## config.mk

```make
export PLATFORM = sky130hd
export DESIGN_NAME = multiplexed_seven_segment_driver_core
export DESIGN_NICKNAME = d
export VERILOG_FILES = /design/src/rtl/msd_pkg.sv /design/src/rtl/multiplexed_seven_segment_driver_core.sv /design/src/rtl/msd_front.sv /design/src/rtl/msd_queue.sv /design/src/rtl/msd_back.sv
export SDC_FILE = /design/constraint.sdc
export NUM_CORES = 2
export LEC_CHECK = 0
export BUFFER_PORTS_ARGS = -buffer_cell sky130_fd_sc_hd__buf_4
export CORE_UTILIZATION = 65
export CTS_CLUSTER_SIZE = 40
export DETAILED_ROUTE_END_ITERATION = 7
export GPL_ROUTABILITY_DRIVEN = 0
export PLACE_DENSITY = 0.82
export SLEW_MARGIN = 20
export SYNTH_ARGS = -nofsm -noshare
export SYNTH_HDL_FRONTEND = slang
export SYNTH_SLANG_ARGS = --single-unit
```

## constraint.sdc

```tcl
create_clock -name clk_i -period 7.55 [get_ports clk_i]
set_clock_uncertainty 0.1 [all_clocks]
set_input_delay 2.265 -clock clk_i [delete_from_list [all_inputs] [get_ports clk_i]]
set_output_delay 2.265 -clock clk_i [all_outputs]
set_load 0.1 [all_outputs]
```

## src/rtl/msd_pkg.sv

```systemverilog
// ----------------------------------------------------------------------------
// msd_pkg: shared types, constants and tables of the seven-segment driver
// Holds the operation codes, the queue entry layout, the segment table and
// the reciprocal constants used to split a value into decimal digits.
// ----------------------------------------------------------------------------
`default_nettype none

package msd_pkg;

  // Largest number of digits the hardware can show and scan.
  localparam int DIGIT_COUNT_MAX = 3;
  // Digits the front end always produces.
  localparam int DIGIT_SLOTS     = 3;
  localparam int SCAN_PHASES     = 6;
  localparam int QUEUE_DEPTH     = 2;

  localparam int VALUE_W   = 20;
  localparam int SCALED_W  = 22;
  localparam int PRODUCT_W = 30;
  localparam int SEG_W     = 8;
  localparam int COM_W     = 3;
  localparam int PHASE_W   = 3;
  localparam int DCOUNT_W  = 2;
  localparam int POS_W     = 2;

  localparam logic [SEG_W-1:0] POINT_BIT = 8'h80;
  localparam int ROUND_HALF = 128;
  localparam int FRAC_BITS  = 8;

  // Reciprocal multipliers, exact for any 32-bit dividend.
  localparam logic [31:0] RECIP_10   = 32'hCCCC_CCCD;
  localparam int          SHIFT_10   = 35;
  localparam logic [31:0] RECIP_100  = 32'h51EB_851F;
  localparam int          SHIFT_100  = 37;
  localparam logic [31:0] RECIP_1000 = 32'h1062_4DD3;
  localparam int          SHIFT_1000 = 38;

  // Register indexes of the configuration port.
  localparam logic CFG_DIGIT_COUNT   = 1'b0;
  localparam logic CFG_ACTIVE_HIGH   = 1'b1;

  typedef enum logic [1:0] {
    FUNC_TICK      = 2'd0,
    FUNC_SET_INT   = 2'd1,
    FUNC_SET_FIXED = 2'd2,
    FUNC_CLEAR     = 2'd3
  } func_e;

  typedef enum logic [1:0] {
    OP_TICK  = 2'd0,
    OP_SET   = 2'd1,
    OP_CLEAR = 2'd2
  } op_e;

  typedef struct packed {
    op_e                                op;
    logic [DIGIT_SLOTS-1:0][SEG_W-1:0]  patterns;
    logic                               point_en;
    logic [POS_W-1:0]                   point_pos;
  } entry_t;

  typedef struct packed {
    logic [DCOUNT_W-1:0] digit_count;
    logic                segment_active_high;
  } cfg_t;

  function automatic logic [SEG_W-1:0] seg_encode(input logic [3:0] digit);
    logic [SEG_W-1:0] seg;
    unique case (digit)
      4'd0:    seg = 8'h3F;
      4'd1:    seg = 8'h06;
      4'd2:    seg = 8'h5B;
      4'd3:    seg = 8'h4F;
      4'd4:    seg = 8'h66;
      4'd5:    seg = 8'h6D;
      4'd6:    seg = 8'h7D;
      4'd7:    seg = 8'h27;
      4'd8:    seg = 8'h7F;
      4'd9:    seg = 8'h6F;
      default: seg = 8'h00;
    endcase
    return seg;
  endfunction

  function automatic logic [9:0] pow10(input logic [POS_W-1:0] pos);
    logic [9:0] p;
    unique case (pos)
      2'd0:    p = 10'd1;
      2'd1:    p = 10'd10;
      2'd2:    p = 10'd100;
      default: p = 10'd1000;
    endcase
    return p;
  endfunction

  // Common lines for a scan phase; a low level selects a digit.
  function automatic logic [COM_W-1:0] common_for_phase(input logic [PHASE_W-1:0] phase);
    logic [COM_W-1:0] com;
    unique case (phase)
      3'd0:    com = 3'b110;
      3'd1:    com = 3'b101;
      3'd2:    com = 3'b011;
      default: com = 3'b111;
    endcase
    return com;
  endfunction

endpackage

`default_nettype wire

```

## src/rtl/multiplexed_seven_segment_driver_core.sv

```systemverilog
// ----------------------------------------------------------------------------
// multiplexed_seven_segment_driver_core: three-digit display scan driver
// Accepts tick, set and clear requests, keeps the digit patterns and returns
// segment and common line levels for each scan step.
//
// Channel  Dir  Handshake              Contents
// s_axis   in   tvalid/tready          tuser: func; tdata: value, point_pos
// m_axis   out  tvalid/tready          tdata: segment_levels, common_levels
// cfg      in   cfg_we_i (no stall)    index 0 digit_count, 1 segment_active_high
//
// One request per cycle is sustained while the output does not stall; a tick
// or clear result passes the two front stages, the queue and the output register.
// The front pipeline is set by the reciprocal multiplies of digit splitting.
// Reset clears the pipeline, queue, scan phase and stored patterns at once.
// A stalled output holds its result; the queue lets set requests go on
// draining while a result waits, and the input stalls once the queue fills.
// ----------------------------------------------------------------------------
`default_nettype none

module multiplexed_seven_segment_driver_core #(
  parameter int DigitCountMax = msd_pkg::DIGIT_COUNT_MAX
) (
  input  wire         clk_i,
  input  wire         rst_ni,
  input  wire         s_axis_tvalid,
  output logic        s_axis_tready,
  input  wire  [23:0] s_axis_tdata,   // value [19:0], point_pos [21:20]
  input  wire  [1:0]  s_axis_tuser,   // func [1:0]
  output logic        m_axis_tvalid,
  input  wire         m_axis_tready,
  output logic [15:0] m_axis_tdata,   // segment_levels [7:0], common_levels [10:8]
  input  wire         cfg_we_i,
  input  wire         cfg_index_i,
  input  wire  [1:0]  cfg_wdata_i
);

  msd_pkg::cfg_t   cfg_q;
  logic            push_valid;
  logic            push_ready;
  msd_pkg::entry_t push_entry;
  logic            entry_valid;
  msd_pkg::entry_t entry;
  logic            pop;
  logic [msd_pkg::SEG_W-1:0] segment_levels;
  logic [msd_pkg::COM_W-1:0] common_levels;

  always_ff @(posedge clk_i or negedge rst_ni) begin
    if (!rst_ni) begin
      cfg_q.digit_count         <= 2'd3;
      cfg_q.segment_active_high <= 1'b1;
    end else if (cfg_we_i) begin
      unique case (cfg_index_i)
        msd_pkg::CFG_DIGIT_COUNT: cfg_q.digit_count         <= cfg_wdata_i;
        msd_pkg::CFG_ACTIVE_HIGH: cfg_q.segment_active_high <= cfg_wdata_i[0];
        default:                  cfg_q                     <= cfg_q;
      endcase
    end
  end

  msd_front u_front (
    .clk_i        (clk_i),
    .rst_ni       (rst_ni),
    .req_valid_i  (s_axis_tvalid),
    .req_ready_o  (s_axis_tready),
    .func_i       (s_axis_tuser),
    .value_i      (s_axis_tdata[19:0]),
    .point_pos_i  (s_axis_tdata[21:20]),
    .push_valid_o (push_valid),
    .push_ready_i (push_ready),
    .push_entry_o (push_entry)
  );

  msd_queue u_queue (
    .clk_i        (clk_i),
    .rst_ni       (rst_ni),
    .push_valid_i (push_valid),
    .push_ready_o (push_ready),
    .push_entry_i (push_entry),
    .pop_valid_o  (entry_valid),
    .pop_i        (pop),
    .pop_entry_o  (entry)
  );

  msd_back #(
    .DigitCountMax (DigitCountMax)
  ) u_back (
    .clk_i            (clk_i),
    .rst_ni           (rst_ni),
    .cfg_i            (cfg_q),
    .entry_valid_i    (entry_valid),
    .entry_i          (entry),
    .pop_o            (pop),
    .out_valid_o      (m_axis_tvalid),
    .out_ready_i      (m_axis_tready),
    .segment_levels_o (segment_levels),
    .common_levels_o  (common_levels)
  );

  assign m_axis_tdata = {5'b0, common_levels, segment_levels};

endmodule

`default_nettype wire

```

## src/rtl/msd_front.sv

```systemverilog
// ----------------------------------------------------------------------------
// msd_front: request intake and digit extraction
// Two pipeline stages: the first scales fixed-point values and rounds, the
// second divides by 10, 100 and 1000 through reciprocal multiplies. The
// digit patterns are encoded on the way into the queue.
// ----------------------------------------------------------------------------
`default_nettype none

module msd_front (
  input  wire                            clk_i,
  input  wire                            rst_ni,
  input  wire                            req_valid_i,
  output logic                           req_ready_o,
  input  wire  [1:0]                     func_i,
  input  wire  [msd_pkg::VALUE_W-1:0]    value_i,
  input  wire  [msd_pkg::POS_W-1:0]      point_pos_i,
  output logic                           push_valid_o,
  input  wire                            push_ready_i,
  output msd_pkg::entry_t                push_entry_o
);

  localparam int XW = msd_pkg::SCALED_W;
  localparam int PW = XW + 32;

  logic                          s1_valid_q;
  msd_pkg::op_e                  s1_op_q;
  logic [XW-1:0]                 s1_x_q;
  logic                          s1_point_en_q;
  logic [msd_pkg::POS_W-1:0]     s1_pos_q;

  logic                          s2_valid_q;
  msd_pkg::op_e                  s2_op_q;
  logic [XW-1:0]                 s2_x_q;
  logic [18:0]                   s2_q1_q;
  logic [15:0]                   s2_q2_q;
  logic [11:0]                   s2_q3_q;
  logic                          s2_point_en_q;
  logic [msd_pkg::POS_W-1:0]     s2_pos_q;

  logic                          s1_free;
  logic                          s2_free;
  msd_pkg::func_e                func;
  msd_pkg::op_e                  s1_op_d;
  logic [XW-1:0]                 s1_x_d;
  logic [msd_pkg::PRODUCT_W-1:0] scaled;
  logic [PW-1:0]                 prod10;
  logic [PW-1:0]                 prod100;
  logic [PW-1:0]                 prod1000;
  logic [3:0]                    digit [msd_pkg::DIGIT_SLOTS];
  logic [XW-1:0]                 rem0;
  logic [18:0]                   rem1;
  logic [15:0]                   rem2;

  assign s2_free     = !s2_valid_q || push_ready_i;
  assign s1_free     = !s1_valid_q || s2_free;
  assign req_ready_o = s1_free;

  assign func   = msd_pkg::func_e'(func_i);
  assign scaled = msd_pkg::PRODUCT_W'(value_i) * msd_pkg::PRODUCT_W'(msd_pkg::pow10(point_pos_i))
                  + msd_pkg::PRODUCT_W'(msd_pkg::ROUND_HALF);

  always_comb begin
    unique case (func)
      msd_pkg::FUNC_TICK: begin
        s1_op_d = msd_pkg::OP_TICK;
        s1_x_d  = XW'(value_i);
      end
      msd_pkg::FUNC_SET_INT: begin
        s1_op_d = msd_pkg::OP_SET;
        s1_x_d  = XW'(value_i);
      end
      msd_pkg::FUNC_SET_FIXED: begin
        s1_op_d = msd_pkg::OP_SET;
        s1_x_d  = scaled[msd_pkg::FRAC_BITS +: XW];
      end
      default: begin
        s1_op_d = msd_pkg::OP_CLEAR;
        s1_x_d  = XW'(value_i);
      end
    endcase
  end

  assign prod10   = PW'(s1_x_q) * PW'(msd_pkg::RECIP_10);
  assign prod100  = PW'(s1_x_q) * PW'(msd_pkg::RECIP_100);
  assign prod1000 = PW'(s1_x_q) * PW'(msd_pkg::RECIP_1000);

  always_ff @(posedge clk_i or negedge rst_ni) begin
    if (!rst_ni) begin
      s1_valid_q <= 1'b0;
      s2_valid_q <= 1'b0;
    end else begin
      if (s1_free) begin
        s1_valid_q <= req_valid_i;
      end
      if (s2_free) begin
        s2_valid_q <= s1_valid_q;
      end
    end
  end

  always_ff @(posedge clk_i) begin
    if (s1_free) begin
      s1_op_q       <= s1_op_d;
      s1_x_q        <= s1_x_d;
      s1_point_en_q <= (func == msd_pkg::FUNC_SET_FIXED) && (point_pos_i != 2'd3);
      s1_pos_q      <= point_pos_i;
    end
    if (s2_free) begin
      s2_op_q       <= s1_op_q;
      s2_x_q        <= s1_x_q;
      s2_q1_q       <= prod10[msd_pkg::SHIFT_10 +: 19];
      s2_q2_q       <= prod100[msd_pkg::SHIFT_100 +: 16];
      s2_q3_q       <= prod1000[msd_pkg::SHIFT_1000 +: 12];
      s2_point_en_q <= s1_point_en_q;
      s2_pos_q      <= s1_pos_q;
    end
  end

  // Each digit is a quotient minus ten times the next quotient.
  assign rem0 = s2_x_q - XW'(s2_q1_q) * XW'(10);
  assign rem1 = s2_q1_q - 19'(s2_q2_q) * 19'(10);
  assign rem2 = s2_q2_q - 16'(s2_q3_q) * 16'(10);
  assign digit[0] = rem0[3:0];
  assign digit[1] = rem1[3:0];
  assign digit[2] = rem2[3:0];

  always_comb begin
    push_entry_o.op        = s2_op_q;
    push_entry_o.point_en  = s2_point_en_q;
    push_entry_o.point_pos = s2_pos_q;
    for (int i = 0; i < msd_pkg::DIGIT_SLOTS; i++) begin
      push_entry_o.patterns[i] = msd_pkg::seg_encode(digit[i]);
    end
  end

  assign push_valid_o = s2_valid_q;

endmodule

`default_nettype wire

```

## src/rtl/msd_queue.sv

```systemverilog
// ----------------------------------------------------------------------------
// msd_queue: short request queue between front and back
// A small register FIFO so that each side can stall on its own.
// ----------------------------------------------------------------------------
`default_nettype none

module msd_queue (
  input  wire              clk_i,
  input  wire              rst_ni,
  input  wire              push_valid_i,
  output logic             push_ready_o,
  input  msd_pkg::entry_t  push_entry_i,
  output logic             pop_valid_o,
  input  wire              pop_i,
  output msd_pkg::entry_t  pop_entry_o
);

  localparam int DEPTH = msd_pkg::QUEUE_DEPTH;
  localparam int PTR_W = (DEPTH > 1) ? $clog2(DEPTH) : 1;
  localparam int CNT_W = $clog2(DEPTH + 1);

  msd_pkg::entry_t  mem_q [DEPTH];
  logic [PTR_W-1:0] wr_ptr_q;
  logic [PTR_W-1:0] rd_ptr_q;
  logic [CNT_W-1:0] count_q;
  logic             push;
  logic             pop;

  assign push_ready_o = count_q != CNT_W'(DEPTH);
  assign pop_valid_o  = count_q != '0;
  assign push         = push_valid_i && push_ready_o;
  assign pop          = pop_i && pop_valid_o;
  assign pop_entry_o  = mem_q[rd_ptr_q];

  always_ff @(posedge clk_i or negedge rst_ni) begin
    if (!rst_ni) begin
      wr_ptr_q <= '0;
      rd_ptr_q <= '0;
      count_q  <= '0;
    end else begin
      if (push) begin
        wr_ptr_q <= (wr_ptr_q == PTR_W'(DEPTH - 1)) ? '0 : wr_ptr_q + 1'b1;
      end
      if (pop) begin
        rd_ptr_q <= (rd_ptr_q == PTR_W'(DEPTH - 1)) ? '0 : rd_ptr_q + 1'b1;
      end
      if (push && !pop) begin
        count_q <= count_q + 1'b1;
      end else if (pop && !push) begin
        count_q <= count_q - 1'b1;
      end
    end
  end

  always_ff @(posedge clk_i) begin
    if (push) begin
      mem_q[wr_ptr_q] <= push_entry_i;
    end
  end

  a_count_bound: assert property (@(posedge clk_i) disable iff (!rst_ni)
    count_q <= CNT_W'(DEPTH))
    else $error("queue holds more entries than its depth");

endmodule

`default_nettype wire

```

## src/rtl/msd_back.sv

```systemverilog
// ----------------------------------------------------------------------------
// msd_back: pattern store, scan sequencer and output register
// Executes queued requests: set updates the stored patterns, tick and clear
// drive one scan phase into the output register; clear blanks active digits.
// ----------------------------------------------------------------------------
`default_nettype none

module msd_back #(
  parameter int DigitCountMax = msd_pkg::DIGIT_COUNT_MAX
) (
  input  wire                          clk_i,
  input  wire                          rst_ni,
  input  msd_pkg::cfg_t                cfg_i,
  input  wire                          entry_valid_i,
  input  msd_pkg::entry_t              entry_i,
  output logic                         pop_o,
  output logic                         out_valid_o,
  input  wire                          out_ready_i,
  output logic [msd_pkg::SEG_W-1:0]    segment_levels_o,
  output logic [msd_pkg::COM_W-1:0]    common_levels_o
);

  localparam int PW = msd_pkg::PHASE_W;
  localparam int SW = msd_pkg::SEG_W;

  logic [SW-1:0]            pat_q [DigitCountMax];
  logic [PW-1:0]            phase_q;
  logic                     out_valid_q;
  logic [SW-1:0]            seg_q;
  logic [msd_pkg::COM_W-1:0] com_q;

  logic                     out_free;
  logic                     is_set;
  logic                     is_clear;
  logic [SW-1:0]            seg_raw;
  logic [SW-1:0]            seg_d;
  logic [PW-1:0]            phase_d;

  assign out_free = !out_valid_q || out_ready_i;
  assign is_set   = entry_i.op == msd_pkg::OP_SET;
  assign is_clear = entry_i.op == msd_pkg::OP_CLEAR;
  assign pop_o    = entry_valid_i && (is_set || out_free);

  // A clear blanks the active digits while it scans, so its phase shows blank.
  always_comb begin
    seg_raw = '0;
    for (int i = 0; i < DigitCountMax; i++) begin
      if (phase_q == PW'(i) && msd_pkg::DCOUNT_W'(i) < cfg_i.digit_count && !is_clear) begin
        seg_raw = pat_q[i];
      end
    end
    seg_d   = cfg_i.segment_active_high ? seg_raw : ~seg_raw;
    phase_d = (phase_q == PW'(msd_pkg::SCAN_PHASES - 1)) ? '0 : phase_q + 1'b1;
  end

  always_ff @(posedge clk_i or negedge rst_ni) begin
    if (!rst_ni) begin
      phase_q     <= '0;
      out_valid_q <= 1'b0;
      for (int i = 0; i < DigitCountMax; i++) begin
        pat_q[i] <= '0;
      end
    end else begin
      if (pop_o && !is_set) begin
        out_valid_q <= 1'b1;
      end else if (out_valid_q && out_ready_i) begin
        out_valid_q <= 1'b0;
      end
      if (pop_o) begin
        if (is_set) begin
          for (int i = 0; i < DigitCountMax; i++) begin
            if (msd_pkg::DCOUNT_W'(i) < cfg_i.digit_count) begin
              pat_q[i] <= entry_i.patterns[i]
                          | ((entry_i.point_en && entry_i.point_pos == msd_pkg::POS_W'(i))
                             ? msd_pkg::POINT_BIT : '0);
            end else if (entry_i.point_en && entry_i.point_pos == msd_pkg::POS_W'(i)) begin
              pat_q[i] <= pat_q[i] | msd_pkg::POINT_BIT;
            end
          end
        end else begin
          if (is_clear) begin
            for (int i = 0; i < DigitCountMax; i++) begin
              if (msd_pkg::DCOUNT_W'(i) < cfg_i.digit_count) begin
                pat_q[i] <= '0;
              end
            end
          end
          phase_q <= phase_d;
        end
      end
    end
  end

  always_ff @(posedge clk_i) begin
    if (pop_o && !is_set) begin
      seg_q <= seg_d;
      com_q <= msd_pkg::common_for_phase(phase_q);
    end
  end

  assign out_valid_o      = out_valid_q;
  assign segment_levels_o = seg_q;
  assign common_levels_o  = com_q;

  a_phase_range: assert property (@(posedge clk_i) disable iff (!rst_ni)
    phase_q < PW'(msd_pkg::SCAN_PHASES))
    else $error("scan phase out of range");

  a_set_no_result: assert property (@(posedge clk_i) disable iff (!rst_ni)
    (pop_o && is_set && !out_valid_q) |=> !out_valid_q)
    else $error("set request produced a result");

  a_scan_advances: assert property (@(posedge clk_i) disable iff (!rst_ni)
    (pop_o && !is_set) |=> (out_valid_q && phase_q != $past(phase_q)))
    else $error("scan request did not advance the phase");

endmodule

`default_nettype wire

```

== Word level (Yosys, flattened, before mapping) ==
Memory sizes are Yosys's and may differ from the RTL's.
Cells that the tools add are included.

* Add/subtract/negate cells: 9
* Bitwise operators: 6
* Eq/ne operators: 13
* Multiply operators: 7
* Muxes and demuxes: 31
* Reductions and logical operators: 52
* Magnitude comparators: 3

{| class="wikitable"
|+ Operator list
! operator !! count
|-
| $mux 8 || 16
|-
| $mul 22x32->54 const B || 1
|-
| $mul 22x31->53 const B || 1
|-
| $mul 22x29->50 const B || 1
|-
| $mux 24 || 2
|-
| $add 30x8->30 const B || 1
|-
| $mul 20x10->30 || 1
|-
| $pmux 10 s3 || 1
|-
| $or 8x8->8 || 3
|-
| $mux 20 || 1
|-
| $reduce_bool 2->1 || 10
|-
| $mul 19x3->3 const B || 1
|-
| $logic_and 1x1->1 || 17
|-
| $mul 16x3->3 const B || 1
|-
| $mul 12x3->3 const B || 1
|-
| $reduce_and 4->1 || 3
|-
| $sub 4x4->4 || 3
|-
| $pmux 3 s3 || 1
|-
| $reduce_and 3->1 || 3
|-
| $eq 2x1->1 const B || 4
|-
| $eq 2x2->1 const B || 4
|-
| $not 8->8 || 1
|-
| $logic_not 1->1 || 7
|-
| $logic_not 2->1 || 3
|-
| other kinds (19) || 34
|}

* Bits in read-only memories: 336
* Output and inout port bits: 18
* Logic and storage cells: 154
* Bits of input ports: 34
* Memory bits (writable): 58
* Memories: 4
* Register bits after elaboration: 131

{| class="wikitable"
|+ Memories
! memory !! depth !! bits a word !! rd ports !! clocked after memory_dff !! wr ports !! RTL line !! RTL
|-
| (name not given) || 16 || 7 || 1 || 0 || 0 || msd_pkg.sv:69 || <nowiki>unique case (digit)</nowiki>
|-
| (name not given) || 16 || 7 || 1 || 0 || 0 || msd_pkg.sv:69 ||
|-
| (name not given) || 16 || 7 || 1 || 0 || 0 || msd_pkg.sv:69 ||
|-
| u_queue.mem_q || 2 || 29 || 1 || 0 || 1 || msd_queue.sv:22 || <nowiki>msd_pkg::entry_t mem_q [DEPTH];</nowiki>
|}

== Depth between registers and ports, before layout ==
An unclocked memory read counts as a cell.

* Word-level depth: 9
* Mapped depth: 26

== By module ==
A second synthesis with hierarchy kept.

* Cell total of the unflattened synthesis: 3059
* Area total of the unflattened synthesis: 32716.4 um^2

{| class="wikitable"
|+ By module, submodules not included
! module !! cells each !! area an instance (um^2) !! times used
|-
| msd_front || 2713 || 28056.9 || 1
|-
| msd_queue || 108 || 2313.5 || 1
|-
| msd_back || 224 || 2170.8 || 1
|-
| multiplexed_seven_segment_driver_core || 14 || 175.2 || 1
|}

== Worst setup path before layout ==
Ideal clock, no wire load.

* Kind: in2reg
* Start: in s_axis_tdata[21]
* End: reg u_front.s1_x_q[19], data pin
* Data required time: 7.185 ns
* Buffers on the path: 2
* Cell stages on the path: 21
* Path slack: -0.585 ns
* Arrival: 7.770 ns
* Cell sequence: clkbuf_1 -> nor2b_1 -> clkbuf_1 -> nand2_1 -> fa_1 -> fa_1 -> inv_1 -> fa_1 -> fa_1 -> fa_1 -> ha_1 -> and2_4 -> a221oi_2 -> o21ai_2 -> o21ai_2 -> a21o_2 -> a211oi_1 -> or3_4 -> a21o_1 -> a2111oi_4 -> nor3_1

* Cells in the longest elaborated chain, start to end: 5
* Elaborated cells on any way between the ends: 7

{| class="wikitable"
|+ RTL lines
! item !! RTL line !! RTL
|-
| start, declared || multiplexed_seven_segment_driver_core.sv:27 || <nowiki>input wire [23:0] s_axis_tdata,</nowiki>
|-
| $eq 2x2->1 (tied with other cells) || msd_pkg.sv:87 || <nowiki>unique case (pos)</nowiki>
|-
| $pmux 10 s3 (*) || msd_pkg.sv:87 ||
|-
| $mul 20x10->30 (*) || msd_front.sv:59 || <nowiki>assign scaled = msd_pkg::PRODUCT_W'(value_i) * msd_pkg::PRODUCT_W'(msd_pkg::pow10(point_pos_i))</nowiki>
|-
| $add 30x8->30 (*) || msd_front.sv:60 || <nowiki>+ msd_pkg::PRODUCT_W'(msd_pkg::ROUND_HALF);</nowiki>
|-
| $mux 20 (*) || msd_front.sv:63 || <nowiki>unique case (func)</nowiki>
|-
| net u_front.s1_x_d[19] || msd_front.sv:44 || <nowiki>logic [XW-1:0] s1_x_d;</nowiki>
|-
| end signal, assigned || msd_front.sv:104 || <nowiki>s1_x_q <= s1_x_d;</nowiki>
|-
| end, declared || msd_front.sv:27 || <nowiki>logic [XW-1:0] s1_x_q;</nowiki>
|}

Mark *: on every way through the listed nets, which the timed path passes. The rest lies on a longest branch.
A chain may end at the register's enable or synchronous reset.

== Final worst setup path ==
* Start: reg u_front.s1_x_q[12]
* End: reg u_front.s2_q1_q[3], data pin

* Cells in the longest elaborated chain, start to end: 1

{| class="wikitable"
|+ RTL lines
! item !! RTL line !! RTL
|-
| $mul 22x32->54 || msd_front.sv:83 || <nowiki>assign prod10 = PW'(s1_x_q) * PW'(msd_pkg::RECIP_10);</nowiki>
|-
| net u_front.prod10[38] || msd_front.sv:46 || <nowiki>logic [PW-1:0] prod10;</nowiki>
|-
| end signal, assigned || msd_front.sv:111 || <nowiki>s2_q1_q <= prod10[msd_pkg::SHIFT_10 +: 19];</nowiki>
|-
| end, declared || msd_front.sv:34 || <nowiki>logic [18:0] s2_q1_q;</nowiki>
|}

The timed path passes the listed nets, and every way through them passes these cells.

==> report_table.html <==
<table>
<tr><th>Metric</th><th>Value</th></tr>
<tr><th colspan="2">Run</th></tr>
<tr><td>Maximum capacitance violations</td><td>0</td></tr>
<tr><th colspan="2">Floorplanning</th></tr>
<tr><td>IO Count</td><td>52</td></tr>
<tr><td>Die ar.</td><td>0.04936 mm2</td></tr>
<tr><td>Die width</td><td>222.2 um</td></tr>
<tr><td>Initial cell density of the core</td><td>0.6599</td></tr>
<tr><td>Num rows</td><td>80</td></tr>
<tr><td>Core Area</td><td>0.04775 mm2</td></tr>
<tr><td>Floorplan die height</td><td>222.2 um</td></tr>
<tr><th colspan="2">Timing</th></tr>
<tr><td>Number of pins with negative max-slew slack in the final report</td><td>0</td></tr>
<tr><td>Maximum operating frequency</td><td>132.3 MHz</td></tr>
<tr><td>Actual transition at the worst max-transition pin</td><td>1078 ps</td></tr>
<tr><td>Fin. Hold Viols</td><td>0</td></tr>
<tr><td>Summed negative setup slack over all endpoints</td><td>-6.439 ps</td></tr>
<tr><td>Tcrit/Tclk final</td><td>1.001</td></tr>
<tr><td>Max-slew headroom at the worst pin</td><td>0.2790</td></tr>
<tr><td>Fin crit period</td><td>7556 ps</td></tr>
<tr><td>Setup slack after layout</td><td>-6.439 ps</td></tr>
<tr><td>Setup repair after global routing missed its margin</td><td>true</td></tr>
<tr><td>Final setup viols</td><td>1</td></tr>
<tr><th colspan="2">Final layout</th></tr>
<tr><td>Antenna Cells</td><td>0</td></tr>
<tr><td>Layout cell share with drive strength beyond 1</td><td>0.1121</td></tr>
<tr><td>Area growth, synth to finish</td><td>9.813%</td></tr>
<tr><td>Final nets</td><td>4364</td></tr>
<tr><th colspan="2">Global route</th></tr>
<tr><td>Vias in the first global route</td><td>24.69k</td></tr>
<tr><td>Antenna violations before repair</td><td>1</td></tr>
<tr><td>First-pass GRT wire length</td><td>129800 um</td></tr>
<tr><td>Maximum number of pins on one net before global-route repair</td><td>38</td></tr>
<tr><td>GRT overflow</td><td>0</td></tr>
<tr><td>Overall routing resource usage</td><td>0.3498</td></tr>
<tr><th colspan="2">Logic synthesis</th></tr>
<tr><td>Summed instance area of the synthesized netlist</td><td>0.03151 mm2</td></tr>
<tr><td>Synthesized area per cell</td><td>10.76 um2</td></tr>
<tr><td>Yosys warns</td><td>0</td></tr>
<tr><td>Async set or reset register ratio after synthesis</td><td>0.2517</td></tr>
<tr><td>EDFF count, synth</td><td>110</td></tr>
<tr><td>Unique masters post-synth</td><td>63</td></tr>
<tr><td>Syn Inst Count</td><td>2929</td></tr>
<tr><td>Post-synthesis sequential element count</td><td>147</td></tr>
<tr><td>Prevailing post-synth register cell</td><td>edfxtp_1</td></tr>
<tr><td>Part of the Yosys area used for sequential elements</td><td>0.1344</td></tr>
<tr><th colspan="2">Critical path</th></tr>
<tr><td>Critical path data arrival time</td><td>7590 ps</td></tr>
<tr><td>Largest incremental delay on the critical path</td><td>630 ps</td></tr>
<tr><td>Type of element capturing the critical path</td><td>register</td></tr>
<tr><td>Startpoint types</td><td>register</td></tr>
<tr><td>Critical Path, Cell by Cell</td><td>ha_1 &gt; inv_2 &gt; fa_1 &gt; fa_1 &gt; inv_1 &gt; fa_1 &gt; inv_1 &gt; fa_1 &gt; inv_1 &gt; fa_1 &gt; inv_1 &gt; fa_1 &gt; ha_1 &gt; a211o_1 &gt; a21oi_1 &gt; o21ai_0 &gt; a2111oi_2 &gt; a21oi_1 &gt; o31ai_4 &gt; a21oi_1 &gt; a21oi_1 &gt; xnor2_2</td></tr>
<tr><td>Critical path buffer and inverter count</td><td>5</td></tr>
<tr><td>Worst setup path category</td><td>reg2reg</td></tr>
<tr><td>Required time reported for the critical path endpoint</td><td>7590 ps</td></tr>
<tr><td>Worst-path maximum fanout</td><td>6</td></tr>
<tr><td>Family with the most delay on the worst path</td><td>adder cells</td></tr>
<tr><td>Worst-path cell with the longest stage delay</td><td>edfxtp_1</td></tr>
<tr><td>Library cell appearing most often on the critical path</td><td>fa_1</td></tr>
<tr><th colspan="2">Worst hold path</th></tr>
<tr><td>Worst Hold Class</td><td>reg2reg</td></tr>
<tr><th colspan="2">Routing</th></tr>
<tr><td>TritonRoute pass-1 iters</td><td>6</td></tr>
<tr><td>Post-detailed-route wirelength per cell</td><td>22.19 um</td></tr>
<tr><td>Vias per Instance</td><td>5.842</td></tr>
<tr><td>Post-route antenna net violation count</td><td>0</td></tr>
<tr><td>Total wire length after detailed routing</td><td>83740 um</td></tr>
<tr><td>Number of remaining DRC errors</td><td>0</td></tr>
<tr><td>Overall via count from detail_route</td><td>22.05k</td></tr>
<tr><td>DRT iter0 DRCs</td><td>1625</td></tr>
<tr><th colspan="2">Placement</th></tr>
<tr><td>Number of I/O port buffers</td><td>44</td></tr>
<tr><td>Post-DP HPWL</td><td>71470 um</td></tr>
<tr><th colspan="2">Clock network</th></tr>
<tr><td>Clock tree from TritonCTS</td><td>built</td></tr>
<tr><td># hold bufs at CTS</td><td>0</td></tr>
<tr><td>Total number of clock tree sinks</td><td>147</td></tr>
<tr><td>Clk Latency, worst-skew pair</td><td>430 ps</td></tr>
<tr><td>Clock root buffer master</td><td>clkbuf_16</td></tr>
<tr><td>Maximum buffer depth of the clock tree</td><td>2</td></tr>
<tr><td>Post-CTS clock slew at the launch and capture registers of the worst setup and hold paths</td><td>60 ps</td></tr>
<tr><td>H-tree depth</td><td>4</td></tr>
<tr><td>Clock buffers created by TritonCTS</td><td>17</td></tr>
<tr><th colspan="2">Run status</th></tr>
<tr><td>Violated checks</td><td>negative setup slack</td></tr>
<tr><td>Status</td><td>complete, but fails checks</td></tr>
</table>
cells in the mapped netlist (12+ instances only):
| cell type | n | share of area |
|---|---|---|
| inv_1 | 898 | 0.11 |
| fa_1 | 630 | 0.40 |
| ha_1 | 554 | 0.22 |
| nand2_1 | 121 | 0.014 |
| edfxtp_1 | 110 | 0.10 |
| o21ai_0 | 59 | 0.0094 |
| xnor2_1 | 51 | 0.014 |
| a21oi_1 | 49 | 0.0078 |
| nor2_1 | 46 | 0.0055 |
| and2_1 | 43 | 0.0085 |
| mux2_2 | 39 | 0.014 |
| dfrtp_1 | 34 | 0.027 |
| xor2_1 | 32 | 0.0089 |
| clkbuf_1 | 28 | 0.0033 |
| a21o_1 | 24 | 0.0057 |
| or2_2 | 23 | 0.0046 |
| and3_1 | 21 | 0.0042 |
| nand3_1 | 15 | 0.0024 |
| nand2b_1 | 14 | 0.0028 |
| nor2b_1 | 14 | 0.0028 |
| nand4_1 | 12 | 0.0024 |
worst register-to-register path, delay by kind of cell (launching register included):
kind	cells	cell delay, ps
AO/OA/AOI/OAI	8	1890
flip-flops	1	630
XOR/XNOR	1	210
buffers and inverters	5	550
adder cells (fa/ha/maj)	8	3900
flip-flops by register name, indices dropped and copies added (netlist names), 4 cells and up:
register                 count
u_front.s2_q2_q              4
u_front.s1_x_q              22
u_queue.mem_q               52
u_back.segment_levels_o      8
u_front.s2_x_q               4
u_back.pat_q                24
u_front.s2_q1_q              4
cells by family after synthesis:
logic type                 after synthesis  synth area share
AOI/OAI and AO/OA                      209           0.04337
xor gates and xnor gates                83           0.02307
adders and majority gates             1184            0.6203
buffers and inverters                  932            0.1116
DFF                                    147            0.1344
muxes                                   42           0.01489
other                                    1         0.0001190
and+or+nand+nor                        331           0.05222
final timing paths:
check	from	to	slack (ps)	depth (start not counted)
max in group asynchronous	rst_ni	u_queue.rd_ptr_q	5300	1
min in group asynchronous	rst_ni	u_back.pat_q[10]	1690	1
worst max register to register	u_front.s1_x_q[12]	u_front.s2_q1_q[3]	-6	22
worst max-delay path	u_front.s1_x_q[12]	u_front.s2_q1_q[3]	-6	22
worst min-delay path	u_front.s1_op_q[0]	u_front.s2_op_q[0]	320	0
worst min register to register	u_front.s1_op_q[0]	u_front.s2_op_q[0]	320	0
placed cells by master (no fill, tap or decap), drive strengths merged, types with 25 or more instances in the layout:
| cell type | instances |
|---|---|
| nor2 | 46 |
| a21o | 25 |
| buf | 228 |
| dfrtp | 34 |
| mux2 | 39 |
| a21oi | 49 |
| edfxtp | 110 |
| nand2 | 121 |
| and2 | 44 |
| xor2 | 32 |
| o21ai | 61 |
| xnor2 | 51 |
| fa | 630 |
| ha | 554 |
| inv | 902 |
area by class of cell:
class                      instances  area, um2
clock inverter                    12      96.34
timing repair buffer             228       1773
clock buffer                      20      446.7
tap                              615      769.5
multi-input combinational       1854      23910
inverter                         898       3371
fill                            2949      13150
sequential                       147       4234
metrics by stage:
stage | cell area (um2) | util | std cells | worst slack (ps) | hold WS, ps
2_1_floorplan | 31650 | - | 2933 | -128.0 | 300.3
3_3_place_gp | 33830 | 0.7085 | 3725 | -430.0 | 301.2
3_5_place_dp | 33830 | 0.7085 | 3725 | -572.5 | 305.6
4_1_cts | 34410 | 0.7208 | 3760 | 2.532 | 321.5
5_1_grt | 34600 | 0.7246 | 3774 | -145.9 | 324.9
6_report | 34600 | 0.7246 | 3774 | -6.439 | 319.9
metal layers:
metal | vias to the layer above | share of wire | GRT usage
met1 | 11010 | 0.35 | 0.4242
met4 | 2 | 0.074 | 0.2103
met5 | - | 0.00018 | 0
li1 | 9406 | - | -
met2 | 1222 | 0.46 | 0.5614
met3 | 411 | 0.11 | 0.09435
what timing repair did:
action,in CTS,in global routing
setup buffers,3,14
resized for setup,6,19
pin swaps,3,25
setup endpoints to repair,6,11
Power is left out: the tool's default activity adds up to more than one toggle a clock period on the data nets, which glitch-free logic cannot reach.
